--- src/hdl/rfk_pkg.sv ---
// rfk_pkg: shared types and constants for the rectangle filter / top-k selector
// used by rfk_cell and rect_filter_top_k_by_rank; no dependencies
`default_nettype none

package rfk_pkg;

  // default list depth, legal range 1 to 64
  localparam int unsigned KEEP_COUNT_DEF = 20;

  // configuration port
  localparam int unsigned ADDR_W = 4;
  localparam int unsigned DATA_W = 32;

  localparam logic [1:0] REG_RECT_LOW_X  = 2'd0;
  localparam logic [1:0] REG_RECT_HIGH_X = 2'd1;
  localparam logic [1:0] REG_RECT_LOW_Y  = 2'd2;
  localparam logic [1:0] REG_RECT_HIGH_Y = 2'd3;

  typedef struct packed {
    logic signed [31:0] point_x;
    logic signed [31:0] point_y;
    logic [30:0]        point_rank;
    logic [7:0]         point_id;
    logic               last_point;
  } point_t;

  typedef struct packed {
    logic signed [31:0] hit_x;
    logic signed [31:0] hit_y;
    logic [30:0]        hit_rank;
    logic [7:0]         hit_id;
    logic               no_hits;
    logic               last_hit;
  } hit_t;

  // one held list entry
  typedef struct packed {
    logic [31:0] x;
    logic [31:0] y;
    logic [30:0] rank;
    logic [7:0]  id;
  } held_t;

  // per-cycle command broadcast to every cell
  typedef struct packed {
    logic ins;  // insert the broadcast point
    logic pop;  // shift the list toward the head
  } cell_ctl_t;

  typedef enum logic {
    ST_IDLE,
    ST_DRAIN
  } state_e;

endpackage

`default_nettype wire

--- src/hdl/rfk_cell.sv ---
// rfk_cell: one slot of the sorted top-k list
// depends on rfk_pkg; chained by rect_filter_top_k_by_rank
`default_nettype none

module rfk_cell
  import rfk_pkg::*;
(
  input  wire logic      clk_i,
  input  wire logic      rst_ni,
  input  wire cell_ctl_t ctl_i,
  input  wire held_t     new_i,
  input  wire held_t     prev_i,
  input  wire logic      prev_valid_i,
  input  wire logic      prev_gt_i,
  input  wire held_t     next_i,
  input  wire logic      next_valid_i,
  output logic           valid_o,
  output held_t          entry_o,
  output logic           gt_o
);

  logic  valid_q, valid_d;
  held_t entry_q, entry_d;

  // new point belongs at or before this slot
  assign gt_o = !valid_q || (new_i.rank < entry_q.rank);

  always_comb begin
    valid_d = valid_q;
    entry_d = entry_q;
    if (ctl_i.pop) begin
      valid_d = next_valid_i;
      entry_d = next_i;
    end else if (ctl_i.ins && gt_o) begin
      // first slot that is greater takes the point, the rest shift down
      valid_d = prev_gt_i ? prev_valid_i : 1'b1;
      entry_d = prev_gt_i ? prev_i : new_i;
    end
  end

  always_ff @(posedge clk_i or negedge rst_ni) begin
    if (!rst_ni) begin
      valid_q <= 1'b0;
    end else begin
      valid_q <= valid_d;
    end
  end

  always_ff @(posedge clk_i) begin
    entry_q <= entry_d;
  end

  assign valid_o = valid_q;
  assign entry_o = entry_q;

endmodule

`default_nettype wire

--- config.mk ---
export PLATFORM = sky130hd
export DESIGN_NAME = rfk_cell
export DESIGN_NICKNAME = d
export VERILOG_FILES = /design/src/hdl/rfk_pkg.sv /design/src/hdl/rfk_cell.sv
export SDC_FILE = /design/constraint.sdc
export NUM_CORES = 1
export LEC_CHECK = 0
export BUFFER_PORTS_ARGS = -buffer_cell sky130_fd_sc_hd__buf_4
export CELL_PAD_IN_SITES_DETAIL_PLACEMENT = 1
export CELL_PAD_IN_SITES_GLOBAL_PLACEMENT = 2
export CORE_AREA = 2 2 163 165
export CTS_CLUSTER_DIAMETER = 60
export CTS_CLUSTER_SIZE = 40
export DETAILED_ROUTE_END_ITERATION = 8
export DIE_AREA = 0 0 165 167
export PLACE_DENSITY = 0.84
export SYNTH_ARGS = -nofsm -noshare
export SYNTH_HDL_FRONTEND = slang
export SYNTH_SLANG_ARGS = --single-unit
export TNS_END_PERCENT = 100
--- constraint.sdc ---
create_clock -name clk_i -period 6.5 [get_ports clk_i]
set_clock_uncertainty 0.2 [all_clocks]
set_input_delay 1.3 -clock clk_i [delete_from_list [all_inputs] [get_ports clk_i]]
set_output_delay 1.3 -clock clk_i [all_outputs]
set_load 0.005 [all_outputs]
Word-level counts from Yosys, hierarchy flattened
Cells that the tools add are included.
{ "word_totals": {"ff_bits": 104, "in_bits": 316, "wordCells": 16} }
{ "op_classes": {"n_lt_le_gt_ge": 1, "muxes": 6, "reduce_logical": 4} }
{ "op_table": {"columns": ["op", "count"], "rows": [
  ["two-way mux 103 bit", 3],
  ["< comparator 31 bit", 1],
  ["two-way mux 1 bit", 3],
  ["nonzero test 2 bit", 1],
  ["logical AND 1 bit", 1],
  ["logical NOT 1 bit", 1],
  ["logical OR 1 bit", 1]
]} }

Depth between registers and ports, before layout
{ "depth": {"ltp_word": 5, "depth_mapped": 8, "mapped_depth_nobuf": 8} }

Least setup slack after synthesis
Ideal clock, no wire load.
{ "synth_timing": {"kind": "input port to flip-flop", "from": "input new_i[10] (netlist bit)", "to": "register entry_q, in the netlist entry_o[0] (enable)", "setup_ns": 0.460, "t_arrival_ns": 4.577, "slack_ns": 1.263, "cell_stages": 7, "n_path_buf": 0, "path_cell_list": "ha_1 > a21oi_1 > o21ai_1 > a41oi_1 > a21oi_2 > o31ai_2 > a21o_1"} }
{ "synth_between": {"elab_chain_cells": 4} }
{ "synth_rtl": {"columns": ["element", "line_no", "source"], "rows": [
  ["start: declaration", "rfk_cell.sv:11", "input wire held_t new_i,"],
  ["< comparator 31 bit", "rfk_cell.sv:26", "assign gt_o = !valid_q || (new_i.rank < entry_q.rank);"],
  ["logical OR 1 bit", "rfk_cell.sv:26", null],
  ["named net gt_o", "rfk_cell.sv:19", "output logic gt_o"],
  ["logical AND 1 bit", "rfk_cell.sv:34", "end else if (ctl_i.ins && gt_o) begin"],
  ["nonzero test 2 bit (no source line)", null, null],
  ["end signal: assignment", "rfk_cell.sv:50", "entry_q <= entry_d;"],
  ["end: declaration", "rfk_cell.sv:23", "held_t entry_q, entry_d;"]
]} }
The timed path passes the listed nets, and every way through them passes these cells.
A chain may end at the register's enable or synchronous reset.

Worst setup path in the final report
{ "layout_timing": {"from": "input new_i[32] (netlist bit)", "to": "output gt_o"} }
{ "layout_between": {"elab_chain_cells": 2} }
{ "layout_rtl": {"columns": ["element", "line_no"], "rows": [
  ["< comparator 31 bit", "rfk_cell.sv:26"],
  ["logical OR 1 bit", "rfk_cell.sv:26"],
  ["end: declaration", "rfk_cell.sv:19"]
]} }
No other way between the ends.

==> results.md <==
Place:
- The instance count after placement with tap cells included is 1,289.
- The HPWL after detailed placement is 19,600 µm.
- The count of buffers from port buffering is 420.
- The congestion estimate from routability-driven global placement came to ~0.77.
- After detailed placement, the total cell area comes to 9520 µm².
- Timing analysis after detailed placement gives a worst setup slack of 2.05 ns.

Synth:
- The sequential-to-total area share from yosys stat is 51.7%.
- The number of nets in the synthesized netlist is 911.
- The synthesis-stage register bit count is 104.
- The average size of a mapped cell is roughly 11 µm².
- The number of enable-type register cells in the synthesized netlist is 103.
- The count of synthesis-stage warnings from yosys is 0.
- After synthesis, the share of flip-flops with an asynchronous set or reset is less than 1%.
- The most used flip-flop cell after synthesis is sky130_fd_sc_hd__edfxtp_1.
- Summing every instance area after synthesis gives 6030 µm².
- The cell count after synthesis is 565.
- The post-synthesis cell type count is 31.

Die:
- The die area is between 20,000 and 30,000 µm².
- The y dimension of the die is 167 µm.
- After floorplanning, the core was divided into 59 placement rows.
- In this run the count of I/O pins placed on the die edge is around 420.
- In this run the standard cell core region covers ~26,000 µm².
- The horizontal extent of the die is 165 µm.
- The initial cell density of the core is approximately a quarter.

Status:
- The flow ran to the end, and the final reports show no timing, DRC or antenna violations.

STA:
- Setup total negative slack on the finished layout was measured at 0 ns.
- The maximum clock rate is around 0.23 GHz.
- Setup violations remaining at the end of the flow were counted as 0.
- The worst pin sits at a relative slew slack of a little over half.
- Dividing the final minimum period by the clock period gives around two thirds.
- The shortest clock period the worst path allows after layout is 4.41 ns.
- Setup repair after global routing left no endpoint under its margin.
- Setup slack closes at 2.09 ns.
- The max-slew violation total from the final report was 0.
- The hold violation count in the final report was 0.
- The slew at the pin with the worst max-slew slack is 0.695 ns.

Global route:
- The pin count of the biggest net entering global routing is 138.
- The global-route usage over all layers is 17.2%.
- After global routing the overflow that remains totals 0.
- The wire length of the first global-routing pass is 35,500 µm.
- The via count of the first global-routing pass came to just over 6,000.
- The number of antenna violations at the first check in global routing is 0.

Layout:
- The area used by sequential logic in the layout is 3120 µm².
- The fraction of final layout cells sized beyond drive strength 1 is between 40% and 50%.
- The area overhead of the layout relative to synthesis is 62.7%.
- Summing all non-filler instances in the final layout gives an area of slightly below 10,000 µm².
- Leaving out fill and tap cells, the most frequent cell in the layout is sky130_fd_sc_hd__buf_4.
- 0 antenna diodes ended up in the layout.
- In the final design database the tool counted 1,311 nets.
- The multi-input gate area in the final layout is 2650 µm².
- The number of fill cells is 2,969.
- After the flow finishes, the layout carries non-filler instances totaling 1,305.
- Leaving out fill and tap cells, the most frequent cells in the layout are sky130_fd_sc_hd__buf_4 (420), sky130_fd_sc_hd__nand2_1 (113), sky130_fd_sc_hd__mux2i_1 (103), sky130_fd_sc_hd__edfxtp_1 (103), sky130_fd_sc_hd__o21ai_1 (57).

Setup path:
- The cell that appears most often on the critical path is sky130_fd_sc_hd__buf_4.
- STA puts the critical path data arrival time at 2.91 ns.
- STA classifies the critical path endpoint as an output pin.
- The peak fanout along the critical path is 3.
- STA puts the critical path data required time at 5.00 ns.
- The startpoint type of the worst setup path is an input pin.
- Walking the worst path, the cells encountered are buf_4 -> ha_1 -> a21oi_1 -> nor2_1 -> a211oi_1 -> o211ai_1 -> o31ai_2 -> buf_4.
- Among all stages on the critical path, the largest delay is contributed by sky130_fd_sc_hd__o31ai_2.
- The critical path is of the in -> out type.
- For this run, the slowest stage of the critical path takes 0.35 ns.

Min path:
- The class of the most critical hold timing path is reg -> reg.

Clock network:
- For the worst-skew pair, the clock arrives at the later sink with an insertion delay of 0.35 ns.
- Hold repair after CTS inserted 0 buffers.
- Clock tree synthesis inserted a total of 9 buffers.
- The H-tree level count is 3.
- Clock-pin slew was measured on the worst setup and hold paths at 0.08 ns.
- The cell at the root of the clock tree is sky130_fd_sc_hd__clkbuf_16.
- In this run, post-CTS repair resized a total of 0 instances.
- Once the clock tree was built, the setup fixing pass inserted 0 buffers.
- The maximum count of clock buffers along a single path is 2.
- The clock net in this run drives a total of 104 sinks.
- The clock tree from TritonCTS is built.

Power and ir drop:
- For this design the total switching power over the nets is ~540 µW.
- The share of total power dissipated in the clock network is 28.8%.
- VDD sags by at most 0.132 mV.
- The total power of the final layout is 1.93 mW.
- The power density normalized to cell area is slightly below 200 nW/µm².
- Sequential cells account for between 40% and 50% of the total power.
- The share of total power dissipated in combinational logic is 26.7%.
- The switching power share of the total is 27.9%.
- Summed over all cells, the static leakage comes to 4.71 nW.
- Internal power comes to 1.39 mW.

Route:
- The post-route antenna net violation count is 0.
- The detailed router's first-iteration violation count is 237.
- Dividing the detail-routed wire length by the instance count gives 18.7 µm.
- For this block, the routed nets add up to 24,300 µm of wire.
- After detailed routing, the number of remaining DRC violations is 0.
- For this run, the detailed router's first-pass iteration total came to 4.
- The average via count per standard cell is 4.41.
- Detailed routing inserted a total of 5,756 vias.

Run:
- Across the run, the number of max-cap violations was 0.
[flip-flops by register name, summed over array words and instances, names as in the netlist]
name,flops
entry_o,103
valid_o,1
[area by class of cell]
| cell class | count | share of cell area (%) |
|---|---|---|
| Clock inverter | 6 | 0.587 |
| Timing Repair Buffer | 424 | 32.8 |
| Multi-Input combinational cell | 395 | 27.1 |
| Inverter | 31 | 1.19 |
| Clock buffer | 10 | 2.33 |
| Tap cell | 335 | 4.27 |
| Sequential cell | 104 | 31.8 |
[power groups by stage]
| stage | combinational, mW | clock (mW) | sequential [mW] |
|---|---|---|---|
| 6_report | 0.516 | 0.556 | 0.862 |
| 3_3_place_gp | 0.519 | 0 | 0.875 |
| 3_5_place_dp | 0.529 | 0 | 0.878 |
| 5_1_grt | 0.571 | 0.596 | 0.871 |
| 2_1_floorplan | 0.179 | 0 | 0.886 |
| 4_1_cts | 0.530 | 0.581 | 0.864 |
[final timing paths]
kind                                        from                    end  slack, ns  cells past startpoint
min reg2reg                  valid_o$_DFFE_PN0P_    valid_o$_DFFE_PN0P_       0.49                      2
max in group asynchronous                 rst_ni    valid_o$_DFFE_PN0P_       5.50                      1
min in group asynchronous                 rst_ni    valid_o$_DFFE_PN0P_       0.52                      1
min                          valid_o$_DFFE_PN0P_    valid_o$_DFFE_PN0P_       0.49                      2
max                                    new_i[32]                   gt_o       2.09                      8
max reg2reg                entry_o[32]$_DFFE_PP_  entry_o[43]$_DFFE_PP_       3.24                      9
[per-stage QoR]
stage                     util [%]  hold WS (ns)
after floorplan                  -         0.406
after global placement        37.0         0.485
after detailed placement      37.0         0.477
after CTS                     38.1         0.491
after global routing          38.1         0.493
final                         38.1         0.487
[kinds of logic (layout without fill, tap and decap cells)]
group / Yosys count / after routing / share of synthesized area (%)
multiplexers: 103 / 103 / 17.1
buffers and inverters: 66 / 471 / 4.38
flip-flops: 104 / 104 / 51.7
AO/OA/AOI/OAI: 131 / 131 / 11.4
adder cells (fa/ha/maj): 30 / 30 / 6.23
AND/OR/NAND/NOR: 131 / 131 / 9.13
[per-layer routing]
metal / up-vias / routed length, µm / track usage, %
met3: 29 / 2310 / 6.53
met1: 2654 / 9200 / 19.1
li1: 2833 / - / -
met4: 0 / 503 / 4.91
met5: - / 0 / 0
met2: 240 / 12300 / 30.4
[synth_stat cells, types with 2 or more instances]
cell                       count  area share (%)
sky130_fd_sc_hd__nand4_2       2            0.42
sky130_fd_sc_hd__inv_1        31             1.9
sky130_fd_sc_hd__nand4_1       2            0.21
sky130_fd_sc_hd__a21oi_1      13             1.1
sky130_fd_sc_hd__edfxtp_1    103              51
sky130_fd_sc_hd__o21ai_0      51             4.2
sky130_fd_sc_hd__nor2b_1       2            0.21
sky130_fd_sc_hd__buf_2        13             1.1
sky130_fd_sc_hd__buf_1         2            0.12
sky130_fd_sc_hd__nand2_1     113             7.0
sky130_fd_sc_hd__mux2i_1     103              17
sky130_fd_sc_hd__o21ai_1      57             4.7
sky130_fd_sc_hd__clkbuf_1     20             1.2
sky130_fd_sc_hd__ha_1         30             6.2
sky130_fd_sc_hd__nor2_1        7            0.44
[critical path, delay by kind of cell]
kind                     cells  cell delay [ns]
AO/OA/AOI/OAI                4             0.92
adder cells (fa/ha/maj)      1             0.33
buffers and inverters        2             0.31
AND/OR/NAND/NOR              1             0.05
Power figures use the tool's default switching activity.
